$ cat src/sv/http_header_byte_parser_defines.svh
// assertion macros for the http header byte parser
`ifndef HTTP_HEADER_BYTE_PARSER_DEFINES_SVH
`define HTTP_HEADER_BYTE_PARSER_DEFINES_SVH

`ifndef SYNTHESIS
// same-cycle implication, held off during reset
`define HBP_ASSERT_IMPL(label, clk, rst_n, ante, cons, msg) \
  label: assert property (@(posedge clk) disable iff (!rst_n) (ante) |-> (cons)) \
    else $error(msg);
// next-cycle implication, held off during reset
`define HBP_ASSERT_NEXT(label, clk, rst_n, ante, cons, msg) \
  label: assert property (@(posedge clk) disable iff (!rst_n) (ante) |=> (cons)) \
    else $error(msg);
`else
`define HBP_ASSERT_IMPL(label, clk, rst_n, ante, cons, msg)
`define HBP_ASSERT_NEXT(label, clk, rst_n, ante, cons, msg)
`endif

`endif

$ cat src/sv/hbp_pkg.sv
// shared types and codes for the http header byte parser
`timescale 1ns / 1ps
`default_nettype none

package hbp_pkg;

  // field widths
  localparam int unsigned ByteW   = 8;
  localparam int unsigned NameW   = 8;
  localparam int unsigned ValueW  = 12;
  localparam int unsigned StateW  = 3;
  localparam int unsigned StatusW = 2;
  localparam int unsigned RoleW   = 3;
  localparam int unsigned CfgIdxW = 1;
  localparam int unsigned CfgDatW = 12;

  // limit register reset values
  localparam logic [NameW-1:0]  NAME_LIMIT_RST  = 8'd64;
  localparam logic [ValueW-1:0] VALUE_LIMIT_RST = 12'd1024;

  // register indexes
  localparam logic [CfgIdxW-1:0] REG_NAME_LIMIT  = 1'd0;
  localparam logic [CfgIdxW-1:0] REG_VALUE_LIMIT = 1'd1;

  // parser states
  localparam logic [StateW-1:0] ST_LINE_START = 3'd0;
  localparam logic [StateW-1:0] ST_FOLD_WS    = 3'd1;
  localparam logic [StateW-1:0] ST_NAME       = 3'd2;
  localparam logic [StateW-1:0] ST_SPACE      = 3'd3;
  localparam logic [StateW-1:0] ST_VAL_START  = 3'd4;
  localparam logic [StateW-1:0] ST_VALUE      = 3'd5;
  localparam logic [StateW-1:0] ST_NL_LINE    = 3'd6;
  localparam logic [StateW-1:0] ST_NL_END     = 3'd7;

  // status codes
  localparam logic [StatusW-1:0] STAT_MORE  = 2'd0;
  localparam logic [StatusW-1:0] STAT_OK    = 2'd1;
  localparam logic [StatusW-1:0] STAT_ERROR = 2'd2;

  // role tags
  localparam logic [RoleW-1:0] ROLE_NONE      = 3'd0;
  localparam logic [RoleW-1:0] ROLE_NEW_NAME  = 3'd1;
  localparam logic [RoleW-1:0] ROLE_NAME_ADD  = 3'd2;
  localparam logic [RoleW-1:0] ROLE_NEW_VALUE = 3'd3;
  localparam logic [RoleW-1:0] ROLE_VALUE_ADD = 3'd4;
  localparam logic [RoleW-1:0] ROLE_COMPLETE  = 3'd5;

  // character constants
  localparam logic [ByteW-1:0] CH_CR    = 8'h0d;
  localparam logic [ByteW-1:0] CH_LF    = 8'h0a;
  localparam logic [ByteW-1:0] CH_COLON = 8'h3a;
  localparam logic [ByteW-1:0] CH_TAB   = 8'h09;
  localparam logic [ByteW-1:0] CH_SPACE = 8'h20;
  localparam logic [ByteW-1:0] CH_DEL   = 8'h7f;

  // parser context carried between words
  typedef struct packed {
    logic [StateW-1:0] state;
    logic [NameW-1:0]  name_len;
    logic [ValueW-1:0] value_len;
  } ctx_t;

  // length limits
  typedef struct packed {
    logic [NameW-1:0]  name_limit;
    logic [ValueW-1:0] value_limit;
  } limits_t;

  // outcome of one byte
  typedef struct packed {
    ctx_t               ctx;
    logic [StatusW-1:0] status;
    logic [RoleW-1:0]   role;
  } step_t;

endpackage

`default_nettype wire

$ cat src/sv/hbp_step.sv
// header grammar: next context, status and role for one byte
`timescale 1ns / 1ps
`default_nettype none

module hbp_step (
  input  wire logic [hbp_pkg::ByteW-1:0] data_byte,
  input  wire logic                      restart,
  input  wire hbp_pkg::ctx_t             ctx,
  input  wire hbp_pkg::limits_t          limits,
  output hbp_pkg::step_t                 step
);

  logic is_ascii;
  logic is_ctl;
  logic is_ws;
  logic name_room;
  logic value_room;

  // character classes and limit checks
  assign is_ascii   = ~data_byte[7];
  assign is_ctl     = (data_byte[7:5] == 3'd0) || (data_byte == hbp_pkg::CH_DEL);
  assign is_ws      = (data_byte == hbp_pkg::CH_SPACE) || (data_byte == hbp_pkg::CH_TAB);
  assign name_room  = ctx.name_len < limits.name_limit;
  assign value_room = ctx.value_len < limits.value_limit;

  // grammar; an error keeps the context as it is
  always_comb begin
    step.ctx    = ctx;
    step.status = hbp_pkg::STAT_ERROR;
    step.role   = hbp_pkg::ROLE_NONE;
    if (restart) begin
      step.ctx.state     = hbp_pkg::ST_LINE_START;
      step.ctx.name_len  = '0;
      step.ctx.value_len = '0;
      step.status        = hbp_pkg::STAT_MORE;
    end else begin
      unique case (ctx.state)
        hbp_pkg::ST_LINE_START: begin
          if (data_byte == hbp_pkg::CH_CR) begin
            step.ctx.state = hbp_pkg::ST_NL_END;
            step.status    = hbp_pkg::STAT_MORE;
          end else if (is_ws) begin
            // fold only after a header has been seen
            if (ctx.name_len != '0) begin
              step.ctx.state = hbp_pkg::ST_FOLD_WS;
              step.status    = hbp_pkg::STAT_MORE;
            end
          end else if (is_ascii) begin
            step.ctx.name_len = hbp_pkg::NameW'(1);
            step.ctx.state    = hbp_pkg::ST_NAME;
            step.status       = hbp_pkg::STAT_MORE;
            step.role         = hbp_pkg::ROLE_NEW_NAME;
          end
        end
        hbp_pkg::ST_FOLD_WS: begin
          if (data_byte == hbp_pkg::CH_CR) begin
            step.ctx.state = hbp_pkg::ST_NL_LINE;
            step.status    = hbp_pkg::STAT_MORE;
          end else if (is_ws) begin
            step.status = hbp_pkg::STAT_MORE;
          end else if (!is_ctl && value_room) begin
            step.ctx.value_len = ctx.value_len + hbp_pkg::ValueW'(1);
            step.ctx.state     = hbp_pkg::ST_VALUE;
            step.status        = hbp_pkg::STAT_MORE;
            step.role          = hbp_pkg::ROLE_VALUE_ADD;
          end
        end
        hbp_pkg::ST_NAME: begin
          if (data_byte == hbp_pkg::CH_COLON) begin
            step.ctx.state = hbp_pkg::ST_SPACE;
            step.status    = hbp_pkg::STAT_MORE;
          end else if (is_ascii && name_room) begin
            step.ctx.name_len = ctx.name_len + hbp_pkg::NameW'(1);
            step.status       = hbp_pkg::STAT_MORE;
            step.role         = hbp_pkg::ROLE_NAME_ADD;
          end
        end
        hbp_pkg::ST_SPACE: begin
          if (data_byte == hbp_pkg::CH_SPACE) begin
            step.ctx.state = hbp_pkg::ST_VAL_START;
            step.status    = hbp_pkg::STAT_MORE;
          end
        end
        hbp_pkg::ST_VAL_START: begin
          if (!is_ctl) begin
            step.ctx.value_len = hbp_pkg::ValueW'(1);
            step.ctx.state     = hbp_pkg::ST_VALUE;
            step.status        = hbp_pkg::STAT_MORE;
            step.role          = hbp_pkg::ROLE_NEW_VALUE;
          end
        end
        hbp_pkg::ST_VALUE: begin
          if (data_byte == hbp_pkg::CH_CR) begin
            step.ctx.state = hbp_pkg::ST_NL_LINE;
            step.status    = hbp_pkg::STAT_MORE;
            step.role      = hbp_pkg::ROLE_COMPLETE;
          end else if (!is_ctl && value_room) begin
            step.ctx.value_len = ctx.value_len + hbp_pkg::ValueW'(1);
            step.status        = hbp_pkg::STAT_MORE;
            step.role          = hbp_pkg::ROLE_VALUE_ADD;
          end
        end
        hbp_pkg::ST_NL_LINE: begin
          if (data_byte == hbp_pkg::CH_LF) begin
            step.ctx.state = hbp_pkg::ST_LINE_START;
            step.status    = hbp_pkg::STAT_MORE;
          end
        end
        default: begin
          // blank line seen: every further lf is ok again
          if (data_byte == hbp_pkg::CH_LF) begin
            step.status = hbp_pkg::STAT_OK;
          end
        end
      endcase
    end
  end

endmodule

`default_nettype wire

$ cat src/sv/http_header_byte_parser.sv
// Top level of the http header byte parser.
// Path: an accepted byte goes through the input register, then the grammar logic, and its
// result is held in the result register until out_ready takes it.
// Throughput: one byte per cycle unless out_ready low holds the result register; the context registers close a loop.
// Reset (rst_n low, synchronous): both stages empty, line start, lengths zero,
// name limit 64 and value limit 1024.
`timescale 1ns / 1ps
`default_nettype none

`include "http_header_byte_parser_defines.svh"

module http_header_byte_parser (
  input  wire logic                          clk,
  input  wire logic                          rst_n,
  // input words
  input  wire logic                          in_valid,
  output      logic                          in_ready,
  input  wire logic [hbp_pkg::ByteW-1:0]     in_data_byte,
  input  wire logic                          in_restart,
  // result words
  output      logic                          out_valid,
  input  wire logic                          out_ready,
  output      logic [hbp_pkg::StatusW-1:0]   out_status,
  output      logic [hbp_pkg::RoleW-1:0]     out_role,
  output      logic [hbp_pkg::ByteW-1:0]     out_echo_byte,
  // configuration writes
  input  wire logic                          cfg_we,
  input  wire logic [hbp_pkg::CfgIdxW-1:0]   cfg_index,
  input  wire logic [hbp_pkg::CfgDatW-1:0]   cfg_wdata
);

  logic                          s1_valid_r;
  logic                          s1_valid_nxt;
  logic [hbp_pkg::ByteW-1:0]     s1_byte_r;
  logic                          s1_restart_r;
  logic                          out_valid_r;
  logic                          out_valid_nxt;
  logic [hbp_pkg::StatusW-1:0]   out_status_r;
  logic [hbp_pkg::RoleW-1:0]     out_role_r;
  logic [hbp_pkg::ByteW-1:0]     out_echo_r;
  hbp_pkg::ctx_t                 ctx_r;
  hbp_pkg::limits_t              limits_r;
  hbp_pkg::step_t                step;
  logic                          advance;
  logic                          in_fire;

  // handshake between the two stages
  assign advance  = s1_valid_r && (!out_valid_r || out_ready);
  assign in_ready = !s1_valid_r || advance;
  assign in_fire  = in_valid && in_ready;

  assign s1_valid_nxt  = in_fire || (s1_valid_r && !advance);
  assign out_valid_nxt = advance || (out_valid_r && !out_ready);

  // grammar logic between input and result registers
  hbp_step u_step (
    .data_byte (s1_byte_r),
    .restart   (s1_restart_r),
    .ctx       (ctx_r),
    .limits    (limits_r),
    .step      (step)
  );

  // stage valid flags
  always_ff @(posedge clk) begin
    if (!rst_n) begin
      s1_valid_r  <= 1'b0;
      out_valid_r <= 1'b0;
    end else begin
      s1_valid_r  <= s1_valid_nxt;
      out_valid_r <= out_valid_nxt;
    end
  end

  // input register
  always_ff @(posedge clk) begin
    if (in_fire) begin
      s1_byte_r    <= in_data_byte;
      s1_restart_r <= in_restart;
    end
  end

  // result register
  always_ff @(posedge clk) begin
    if (advance) begin
      out_status_r <= step.status;
      out_role_r   <= step.role;
      out_echo_r   <= s1_restart_r ? '0 : s1_byte_r;
    end
  end

  // parser context
  always_ff @(posedge clk) begin
    if (!rst_n) begin
      ctx_r.state     <= hbp_pkg::ST_LINE_START;
      ctx_r.name_len  <= '0;
      ctx_r.value_len <= '0;
    end else if (advance) begin
      ctx_r <= step.ctx;
    end
  end

  // limit registers
  always_ff @(posedge clk) begin
    if (!rst_n) begin
      limits_r.name_limit  <= hbp_pkg::NAME_LIMIT_RST;
      limits_r.value_limit <= hbp_pkg::VALUE_LIMIT_RST;
    end else if (cfg_we) begin
      unique case (cfg_index)
        hbp_pkg::REG_NAME_LIMIT:  limits_r.name_limit  <= cfg_wdata[hbp_pkg::NameW-1:0];
        hbp_pkg::REG_VALUE_LIMIT: limits_r.value_limit <= cfg_wdata[hbp_pkg::ValueW-1:0];
        default: ;
      endcase
    end
  end

  assign out_valid     = out_valid_r;
  assign out_status    = out_status_r;
  assign out_role      = out_role_r;
  assign out_echo_byte = out_echo_r;

  // checks
  `HBP_ASSERT_IMPL(a_err_no_role, clk, rst_n,
    out_valid && (out_status == hbp_pkg::STAT_ERROR), out_role == hbp_pkg::ROLE_NONE,
    "error word carries a role")
  `HBP_ASSERT_IMPL(a_ok_no_role, clk, rst_n,
    out_valid && (out_status == hbp_pkg::STAT_OK), out_role == hbp_pkg::ROLE_NONE,
    "ok word carries a role")
  `HBP_ASSERT_IMPL(a_name_len, clk, rst_n,
    ctx_r.state == hbp_pkg::ST_NAME, ctx_r.name_len != '0,
    "in name with zero name length")
  `HBP_ASSERT_IMPL(a_value_len, clk, rst_n,
    ctx_r.state == hbp_pkg::ST_VALUE, ctx_r.value_len != '0,
    "in value with zero value length")
  `HBP_ASSERT_NEXT(a_ctx_hold, clk, rst_n, !advance, $stable(ctx_r),
    "context moved without a word")

endmodule

`default_nettype wire
$ cat config.mk
export PLATFORM = sky130hd
export DESIGN_NAME = http_header_byte_parser
export DESIGN_NICKNAME = d
export VERILOG_FILES = /design/src/sv/hbp_pkg.sv /design/src/sv/hbp_step.sv /design/src/sv/http_header_byte_parser.sv
export VERILOG_INCLUDE_DIRS = /design/src /design/src/sv
export SDC_FILE = /design/constraint.sdc
export NUM_CORES = 1
export LEC_CHECK = 0
export BUFFER_PORTS_ARGS = -buffer_cell sky130_fd_sc_hd__buf_2
export CORE_AREA = 2 2 90 92
export DETAILED_ROUTE_END_ITERATION = 7
export DIE_AREA = 0 0 92 94
export GPL_TIMING_DRIVEN = 1
export PLACE_DENSITY = 0.73
export SYNTH_ARGS = -nofsm -noshare
export SYNTH_HDL_FRONTEND = slang
export SYNTH_SLANG_ARGS = --single-unit
$ cat constraint.sdc
create_clock -name clk -period 5.3 [get_ports clk]
set_input_delay 1.59 -clock clk [delete_from_list [all_inputs] [get_ports clk]]
set_output_delay 1.59 -clock clk [all_outputs]
set_load 0.02 [all_outputs]
* Word level (Yosys, flattened, before mapping)
Index checks and enable logic that the tools add are counted.
** Word-level totals
- Register bits after elaboration :: 67
- Output and inout bits :: 15
** Operators by class
- Add/subtract/negate cells :: 2
- $lt $le $gt $ge :: 2
- Equality and inequality tests :: 29
- Mux-type cells :: 44
- Bitwise gates (word level) :: 2
- Reductions and logical operators :: 28
** Operators by type and width (count)
- $mux W3 :: 16
- $mux W12 :: 3
- $pmux W12 S3 :: 1
- $mux W17 :: 2
- $mux W8 :: 4
- $mux W25 :: 1
- $eq A8 B4 Y1 const B :: 3
- $ne A3 B3 Y1 const B :: 8
- $pmux W3 S7 :: 1
- $mux W2 :: 9
- $eq A8 B6 Y1 const B :: 2
- $pmux W8 S2 :: 1
- $reduce_bool A8 Y1 :: 2
- $mux W5 :: 3
- $ne A3 B2 Y1 const B :: 5
- $pmux W3 S5 :: 1
- $pmux W2 S7 :: 1
- $add A12 B1 Y12 const B :: 1
- $lt A12 B12 Y1 :: 1
- $mux W11 :: 1
- $reduce_and A11 Y1 :: 1
- $eq A3 B3 Y1 const B :: 3
- $add A8 B1 Y8 const B :: 1
- $eq A8 B7 Y1 const B :: 1
- 17 further kinds :: 35

* Longest topological paths before layout
Gate-level depths: netlist (run 1).
- Depth in word-level cells :: 9
- Gate-level depth with buffers :: 10
- Gate-level depth less buffers :: 9

* Modules after synthesis
From an unflattened synthesis (run 1), not the netlist that was laid out.
** Unflattened totals
- Cell total of the unflattened synthesis :: 501
- Area, all modules :: 4229.1 µm²
** Modules (own cells, without submodules)
- http_header_byte_parser :: times used 1, cells each 229, area each 2489.9 µm²
- hbp_step :: times used 1, cells each 272, area each 1739.2 µm²

* Least setup slack after synthesis (run 1)
No wires, ideal clock.
- Path kind :: input-to-output
- Start point :: input port out_ready
- End point :: output port in_ready
- Arrival :: 1.943 ns
- Data required time :: 3.710 ns
- Path slack :: 1.767 ns
- Cell stages on the path :: 2
- Path through :: nor2b_1 -> nand2_1
** On the way
- Longest elaborated chain between the ends :: 3
** RTL lines
- start, declared :: RTL line http_header_byte_parser.sv:22 : input wire logic out_ready,
- $logic_or A1 B1 Y1 :: RTL line http_header_byte_parser.sv:48 : assign advance = s1_valid_r && (!out_valid_r || out_ready);
- $logic_and A1 B1 Y1 :: RTL line http_header_byte_parser.sv:48
- $logic_or A1 B1 Y1 :: RTL line http_header_byte_parser.sv:49 : assign in_ready = !s1_valid_r || advance;
- end, declared :: RTL line http_header_byte_parser.sv:17 : output logic in_ready,
Every way passes these cells.

* Worst setup path after layout (run 1)
Same ends and word-level chain as after synthesis.

==> metrics.md, run 1 <==
| Metric | Value |
|---|---|
| Synth warn | `0` |
| Worst path max stage delay | `0.20 ns` |
| Reg-to-Reg Start | `s1_byte_r[7]$_DFFE_PP_` |
| Gr ovfl total | `0` |
| Maximum VDD drop | `0.143 mV` |
| Vias | `3,343` |
| Worst Skew | `0.00978 ns` |
| Number of nets in the layout | `517` |
| Area after DPL | `4000 µm²` |
| Flops & latches, synth | `67` |
| DR WL/cell | `14.3 µm` |
| Post-synthesis cell area | `3740 µm²` |
| Starting Density | `0.492` |
| Hold/Removal Path Class | `reg2reg` |
| Crit-path max FO | `4` |
| Crit-path slowest cell | `nor2b_1` |
| Post-CTS setup repair buffer count | `0` |
| PwrDens | `264 nW/µm²` |
| Post-DP HPWL | `5.83 mm` |
| Most used DFF post-synth | `dfxtp_1` |
| Area growth from synthesis to layout | `12.5%` |
| Post-route cell area | `4210 µm²` |
| Hold wc startpoint | `limits_r[16]$_SDFFE_PN0P_` |
| H-tree levels | `3` |
| Fillers | `681` |
| DRC errors left | `0` |
| DR iter-0 viols | `259` |
| Ant diodes | `0` |
| Sequential area share after synthesis | `0.417` |
| Rel. slew slack | `0.423` |
| Worst Setup SP | `out_ready` |
| Final hold viol count | `0` |
| Placer Congestion | `0.896` |
| Core area | `7610 µm²` |
| Total CTS buffers | `9` |
| PortBufs | `41` |
| Final Cycle Share | `0.705` |
| Fmax | `268 MHz` |
| Total power | `0.00111 W` |
| MaxCap Viol Count | `0` |
| Number of synthesized flops with an enable pin | `22` |
| Min Tclk post-route | `3.74 ns` |
| ANT nets after route | `0` |
| Setup TNS | `0 ns` |
| Multi-input gate area | `1990 µm²` |
| Setup WS pre-CTS | `1.53 ns` |
| RSZ-0062 raised after global routing | `false` |
| CP startpoint kind | `input port` |
| Commonest cells after routing, fill and taps aside | `nand2_1, dfxtp_1, buf_2, inv_1, o21ai_0` |
| Worst-Skew Late Latency | `0.35 ns` |
| WL final | `8.26 mm` |
| Vias in the first global route | `3,036` |
| CP delay by family, top | `simple AND/OR/NAND/NOR gates` |
| Root buf cell | `clkbuf_8` |
| Num rows | `32` |
| Leak Pwr | `1.58 nW` |
| CP bufs+invs | `2` |
| Final worst setup slack | `1.56 ns` |
| Syn_area_per_cell | `8.60 µm²` |
| Post-synth ARST share | `0` |
| Critical path class | `in2out` |
| Most numerous cell on the critical path | `buf_2` |
| Commonest non-fill, non-tap cell in the layout | `nand2_1` |
| Status | `completed` |
| Worst-path cell chain | `buf_2, nor2b_1, nand2_1, buf_2` |
| Boundary Pins | `42` |
| Max-slew violations | `0` |
| Vias/cell | `5.80` |
| Clock sinks | `67` |
| CP endpoint kind | `output port` |
| Worst Tran Pin Value | `0.865 ns` |
| Layout cells sized above 1 | `0.137` |
| CTS clk-pin slew, worst paths | `0.07 ns` |
| Arrival time at the worst endpoint | `2.15 ns` |
| Data required time of the worst path | `3.71 ns` |
| DRT Pass-1 Iters | `5` |
| Largest net degree at the start of global routing | `34` |
| Die height | `94 µm` |
| CTS tree | `built` |
| Final setup fails | `0` |
| First-pass GRT wire length | `13.8 mm` |
| CTS resizes | `0` |
| Initial antenna violation count | `0` |
| Post-Syn Nets | `483` |
| Clock tree buffer depth | `2` |
| Post-synth cell types | `55` |
| DIE AREA | `8650 µm²` |
| Total GRT Usage | `0.200` |
| Die Wd | `92 µm` |
| Register area | `1560 µm²` |
| Hold Buf Count CTS | `0` |
| Syn Inst Count | `435` |
| Fin Hold WS | `0.466 ns` |
==> layer usage <==
metal  vias to the layer above  share of wire  GRT usage
met5                         -              0          0
met1                      1541           0.44      0.258
met2                       113           0.48      0.324
met3                        25          0.055     0.0353
li1                       1664              -          -
met4                         0          0.024      0.102
==> logic make-up (layout without fill, tap and decap cells) <==
family                     count (synthesis)  in the layout  share of synthesized area
buffers and inverters                     49             88                     0.0515
adders and majority gates                 21             21                     0.0702
AOI/OAI and AO/OA                        109            109                      0.202
DFF                                       67             67                      0.417
muxes                                      1              1                    0.00267
and+or+nand+nor                          185            185                      0.249
xor gates and xnor gates                   3              3                    0.00702
==> worst paths after layout <==
check	slack, ns	cells past startpoint	end
worst max-delay path	1.56	4	in_ready
worst min-delay path	0.47	2	limits_r[16]$_SDFFE_PN0P_
worst max register to register	2.56	7	ctx_r[20]$_SDFFE_PN0P_
worst min register to register	0.47	2	limits_r[16]$_SDFFE_PN0P_
==> through the flow <==
stage	utilization	cells
after global routing	0.553	576
after detailed placement	0.526	560
after global placement	0.526	560
final	0.553	576
after floorplan	-	435
after CTS	0.553	576
==> power by group <==
part	internal (W)	switching (W)
Sequential	0.000549	0.0000160
Clock	0.000256	0.000192
Combinational	0.0000385	0.0000622
==> worst reg2reg max path, stage by stage, from the launching register on <==
cell and delay (ns):
edfxtp_1 0.56, or4_4 0.58, or4_4 0.53, o311ai_2 0.24, o21ai_1 0.10, and4b_2 0.37
a21oi_1 0.08, a31o_1 0.19
==> area by class of cell <==
cell class	instances	area share
Sequential cell	67	0.371
Tap cell	102	0.0303
Clock inverter	2	0.00832
Inverter	30	0.0267
Clock buffer	14	0.0410
Multi-Input combinational cell	319	0.472
Timing Repair Buffer	42	0.0505
==> sequential cells by signal (all words and copies together), names as in the netlist <==
register / count
ctx_r: 23
limits_r: 20
out_echo_byte: 8
out_role: 3
out_status: 2
out_valid: 1
s1_byte_r: 8
s1_restart_r: 1
s1_valid_r: 1
==> Yosys cell counts, types with 3 or more instances <==
cell type,number,area (µm²)
o21a_1,6,45.0
a211oi_1,4,30.0
nand4_1,7,43.8
nor4b_1,4,35.0
a31oi_1,3,18.8
dfxtp_1,45,901
or3_1,5,31.3
o31ai_1,10,75.1
and3_1,7,43.8
xor2_1,3,26.3
edfxtp_1,22,661
a21boi_0,19,143
o2111ai_1,3,26.3
o211ai_1,10,75.1
clkbuf_1,16,60.1
nor4_1,9,56.3
ha_1,21,263
nand2_1,67,251
nor2_1,26,97.6
inv_1,29,109
nor2b_1,11,68.8
o21ai_0,27,135
nand3_1,19,95.1
nand2b_1,5,31.3
nor3_1,9,45.0
a21oi_1,11,55.1
(Power assumes the default switching activity.)
==> run 2: changes to the inputs <==
ABC_AREA = 1   (was not set)
CORE_AREA = 2 2 93 95   (was 2 2 90 92)
DIE_AREA = 0 0 95 97   (was 0 0 92 94)
PLACE_DENSITY = 0.75   (was 0.73)
clock period = 3.4 ns   (was 5.3 ns; I/O delays follow)
==> run 2 against run 1 <==
Sequential share of layout area is 2.2 points lower. Clock power rose by 64%. First-iteration DRC count decreased by 12%. Global-route usage is 0.90 points higher. Via count grew 11%. Die area grew 6.6%. Synthesized area increased by 6.0%.
==> metrics.md, run 2 <==
| Metric | Value |
|---|---|
| Status | `completed` |
| Commonest cells after routing, fill and taps aside | `nand2_1, nor2_1, inv_1, a21oi_1, dfxtp_1` |
| Max reg flops | `23 (unchanged)` |
| H-tree levels | `3 (unchanged)` |
| Rel. slew slack | `0.626 (+0.202)` |
| Setup TNS | `0 ns (unchanged)` |
| DR WL/cell | `12.8 µm (-11%)` |
| Hold endpoint | `limits_r[7]$_SDFFE_PN0P_` |
| Layout cells sized above 1 | `0.148 (+0.0104)` |
| PortBufs | `41 (unchanged)` |
| Top cell type by total area after synthesis | `dfxtp_1` |
| Vias | `3,707 (+11%)` |
| Hold/Removal Path Class | `reg2reg` |
| DRC errors left | `0 (unchanged)` |
| ANT nets after route | `0 (unchanged)` |
| Final hold viol count | `0 (unchanged)` |
| Final setup fails | `0 (unchanged)` |
| Synth top cells by count | `nand2_1, nor2_1, inv_1, a21oi_1, dfxtp_1` |
| Final Cycle Share | `0.746` |
| Die Wd | `95 µm (+3.3%)` |
| Hold wc startpoint | `limits_r[7]$_SDFFE_PN0P_` |
| Maximum VDD drop | `0.241 mV (+68%)` |
| Syn_area_per_cell | `7.06 µm² (-18%)` |
| Num rows | `33 (+3.1%)` |
| Largest net degree at the start of global routing | `25 (-26%)` |
| Number of synthesized flops with an enable pin | `22 (unchanged)` |
| Die height | `97 µm (+3.2%)` |
| Boundary Pins | `42 (unchanged)` |
| DP Cell Count | `699 (+25%)` |
| DIE AREA | `9220 µm² (+6.6%)` |
| Syn Inst Count | `562 (+29%)` |
| CTS tree | `built` |
| Total GRT Usage | `0.209 (+0.00897)` |
| Number of nets in the layout | `653 (+26%)` |
| Critical path class | `in2out` |
| Hold Path Depth | `2 (unchanged)` |
| Min Tclk post-route | `2.54 ns` |
| Fmax | `394 MHz` |
| Worst R2R End | `ctx_r[5]$_SDFFE_PN0P_` |
| Starting Density | `0.487 (-0.00448)` |
| Register area | `1560 µm² (unchanged)` |
| MaxCap Viol Count | `0 (unchanged)` |
| Area after DPL | `4260 µm² (+6.5%)` |
| Area growth from synthesis to layout | `13.0%` |
| Core area | `8130 µm² (+6.9%)` |
| Crit-path max FO | `3 (-1)` |
| Most frequent cell after synthesis | `nand2_1` |
| Post-DP HPWL | `7.04 mm (+21%)` |
| Clock tree buffer depth | `2 (unchanged)` |
| CP startpoint kind | `input port` |
| DRT Pass-1 Iters | `5 (unchanged)` |
| First-pass GRT wire length | `15.6 mm (+13%)` |
| Ant diodes | `0 (unchanged)` |
| Post-route cell area | `4480 µm² (+6.4%)` |
| Vias in the first global route | `3,399 (+12%)` |
| Synth warn | `0 (unchanged)` |
| Sequential area share after synthesis | `0.394 (-0.0234)` |
| WL final | `9.13 mm (+11%)` |
| Commonest non-fill, non-tap cell in the layout | `nand2_1` |
| Post-Syn Nets | `610 (+26%)` |
| Biggest register | `ctx_r` |
| FF-to-FF path depth | `12 (+5)` |
| DR iter-0 viols | `228 (-12%)` |
| CTS resizes | `0 (unchanged)` |
| Arrival time at the worst endpoint | `1.52 ns (-0.63 ns)` |
| Placer Congestion | `0.892 (-0.47%)` |
| Reg-to-Reg Start | `ctx_r[7]$_SDFFE_PN0P_` |
| Leak Pwr | `2.00 nW (+27%)` |
| Root buf cell | `clkbuf_8` |
| Multi-input gate area | `2030 µm² (+2.1%)` |
| CP endpoint kind | `output port` |
| Post-CTS setup repair buffer count | `0 (unchanged)` |
| Post-synthesis cell area | `3970 µm² (+6.0%)` |
| Util after Layout | `0.551 (-0.00277)` |
| Hold Buf Count CTS | `0 (unchanged)` |
| Worst-path cell chain | `buf_2, inv_1, nand3_1, buf_2` |
| Post-synth cell types | `33 (-40%)` |
| Worst-Skew Late Latency | `0.34 ns (about the same)` |
| Gr ovfl total | `0 (unchanged)` |
| Most numerous cell on the critical path | `buf_2` |
| Total CTS buffers | `9 (unchanged)` |
| Worst Skew | `0.00659 ns (-0.00319 ns)` |
| Most used DFF post-synth | `dfxtp_1` |
| Worst Tran Pin Value | `0.560 ns (-0.305 ns)` |
| RSZ-0062 raised after global routing | `false` |
| Clock sinks | `67 (unchanged)` |
| CTS clk-pin slew, worst paths | `0.08 ns (about the same)` |
| Worst path max stage delay | `0.19 ns (about the same)` |
| Flops & latches, synth | `67 (unchanged)` |
| Fillers | `773 (+14%)` |
| Max-slew violations | `0 (unchanged)` |
| Data required time of the worst path | `2.38 ns (-1.33 ns)` |
| Post-synth top area share | `0.227 (-0.0135)` |
| Crit-path slowest cell | `buf_2` |
| Final Non-Filler Cells | `715 (+24%)` |
| Post-synth ARST share | `0 (unchanged)` |
| PwrDens | `428 nW/µm² (+62%)` |
| Worst R2R Setup Slack | `1.18 ns (-1.38 ns)` |
| Vias/cell | `5.18 (-11%)` |
| Synth top area cells | `dfxtp_1, edfxtp_1, nand2_1` |
| Biggest regs | `ctx_r x23, limits_r x20` |
| Initial antenna violation count | `0 (unchanged)` |
[run 2: changes by cell type in the layout (fill, tap and decap cells not counted), sizes merged, moves of 6 or more]
cell	before	now
nand2	67	131
nor2	26	90
inv	29	78
a21oi	11	48
nand3	19	45
a21boi	19	1
nor2b	11	0
o31ai	10	0
nor4	9	0
and3	7	0
nand4	7	13
o211ai	10	4
[run 2: logic make-up (layout without fill, tap and decap cells)]
group           count (synthesis)  in the layout  synth area share
simple gates                  289            289             0.320
fa+ha+maj                      21             21            0.0663
flops                          67             67             0.394
xor+xnor                        3              3           0.00663
buf+inv                        94            142            0.0943
compound gates                 88             88             0.119
[run 2: cell type report]
| cell class | instances | share of cell area |
|---|---|---|
| inverters | 82 | 0.0696 |
| multi-input cells | 401 | 0.453 |
| repair buffers | 44 | 0.0508 |
| clock inverters | 6 | 0.0201 |
| flip-flops and latches | 67 | 0.349 |
| clock buffers | 10 | 0.0285 |
| well taps | 105 | 0.0293 |
[run 2: worst max-delay path by stage]
| stage | startpoint | end | slack [ns] | cells after the start |
|---|---|---|---|---|
| after global placement | out_ready | in_ready | 0.92 | 4 |
| after detailed placement | out_ready | ctx_r[12]$_SDFFE_PN0P_ | 0.82 | 10 |
| after global routing | out_ready | in_ready | 0.84 | 4 |
| after floorplan | out_ready | ctx_r[12]$_SDFFE_PN0P_ | 0.60 | 9 |
| final | out_ready | in_ready | 0.86 | 4 |
| after CTS | out_ready | in_ready | 0.87 | 4 |
[run 2: report_power, final]
part	internal (W)	total, W	switching [W]
Sequential	0.000870	0.000898	0.0000282
Clock	0.000414	0.000733	0.000319
Combinational	0.0000952	0.000287	0.000191
Total	0.00138	0.00192	0.000539
[run 2: critical path, delay by kind of cell]
family        cells  cell delay [ns]
simple gates      1             0.12
buf+inv           3             0.38
[run 2: per-layer routing]
layer / routed length [µm] / GRT usage / share of wire / vias to the layer above
li1: - / - / - / 1919
met1: 4200 / 0.294 / 0.46 / 1646
met2: 4250 / 0.325 / 0.47 / 127
met3: 552 / 0.0444 / 0.060 / 15
met4: 131 / 0.0546 / 0.014 / 0
met5: 0 / 0 / 0 / -
[run 2: through the flow]
stage | hold WS, ns | power (W) | setup WS (ns)
after floorplan | 0.433 | 0.00112 | 0.596
final | 0.461 | 0.00192 | 0.864
after CTS | 0.466 | 0.00193 | 0.874
after global routing | 0.489 | 0.00201 | 0.836
after detailed placement | 0.455 | 0.00120 | 0.821
after global placement | 0.446 | 0.00119 | 0.919
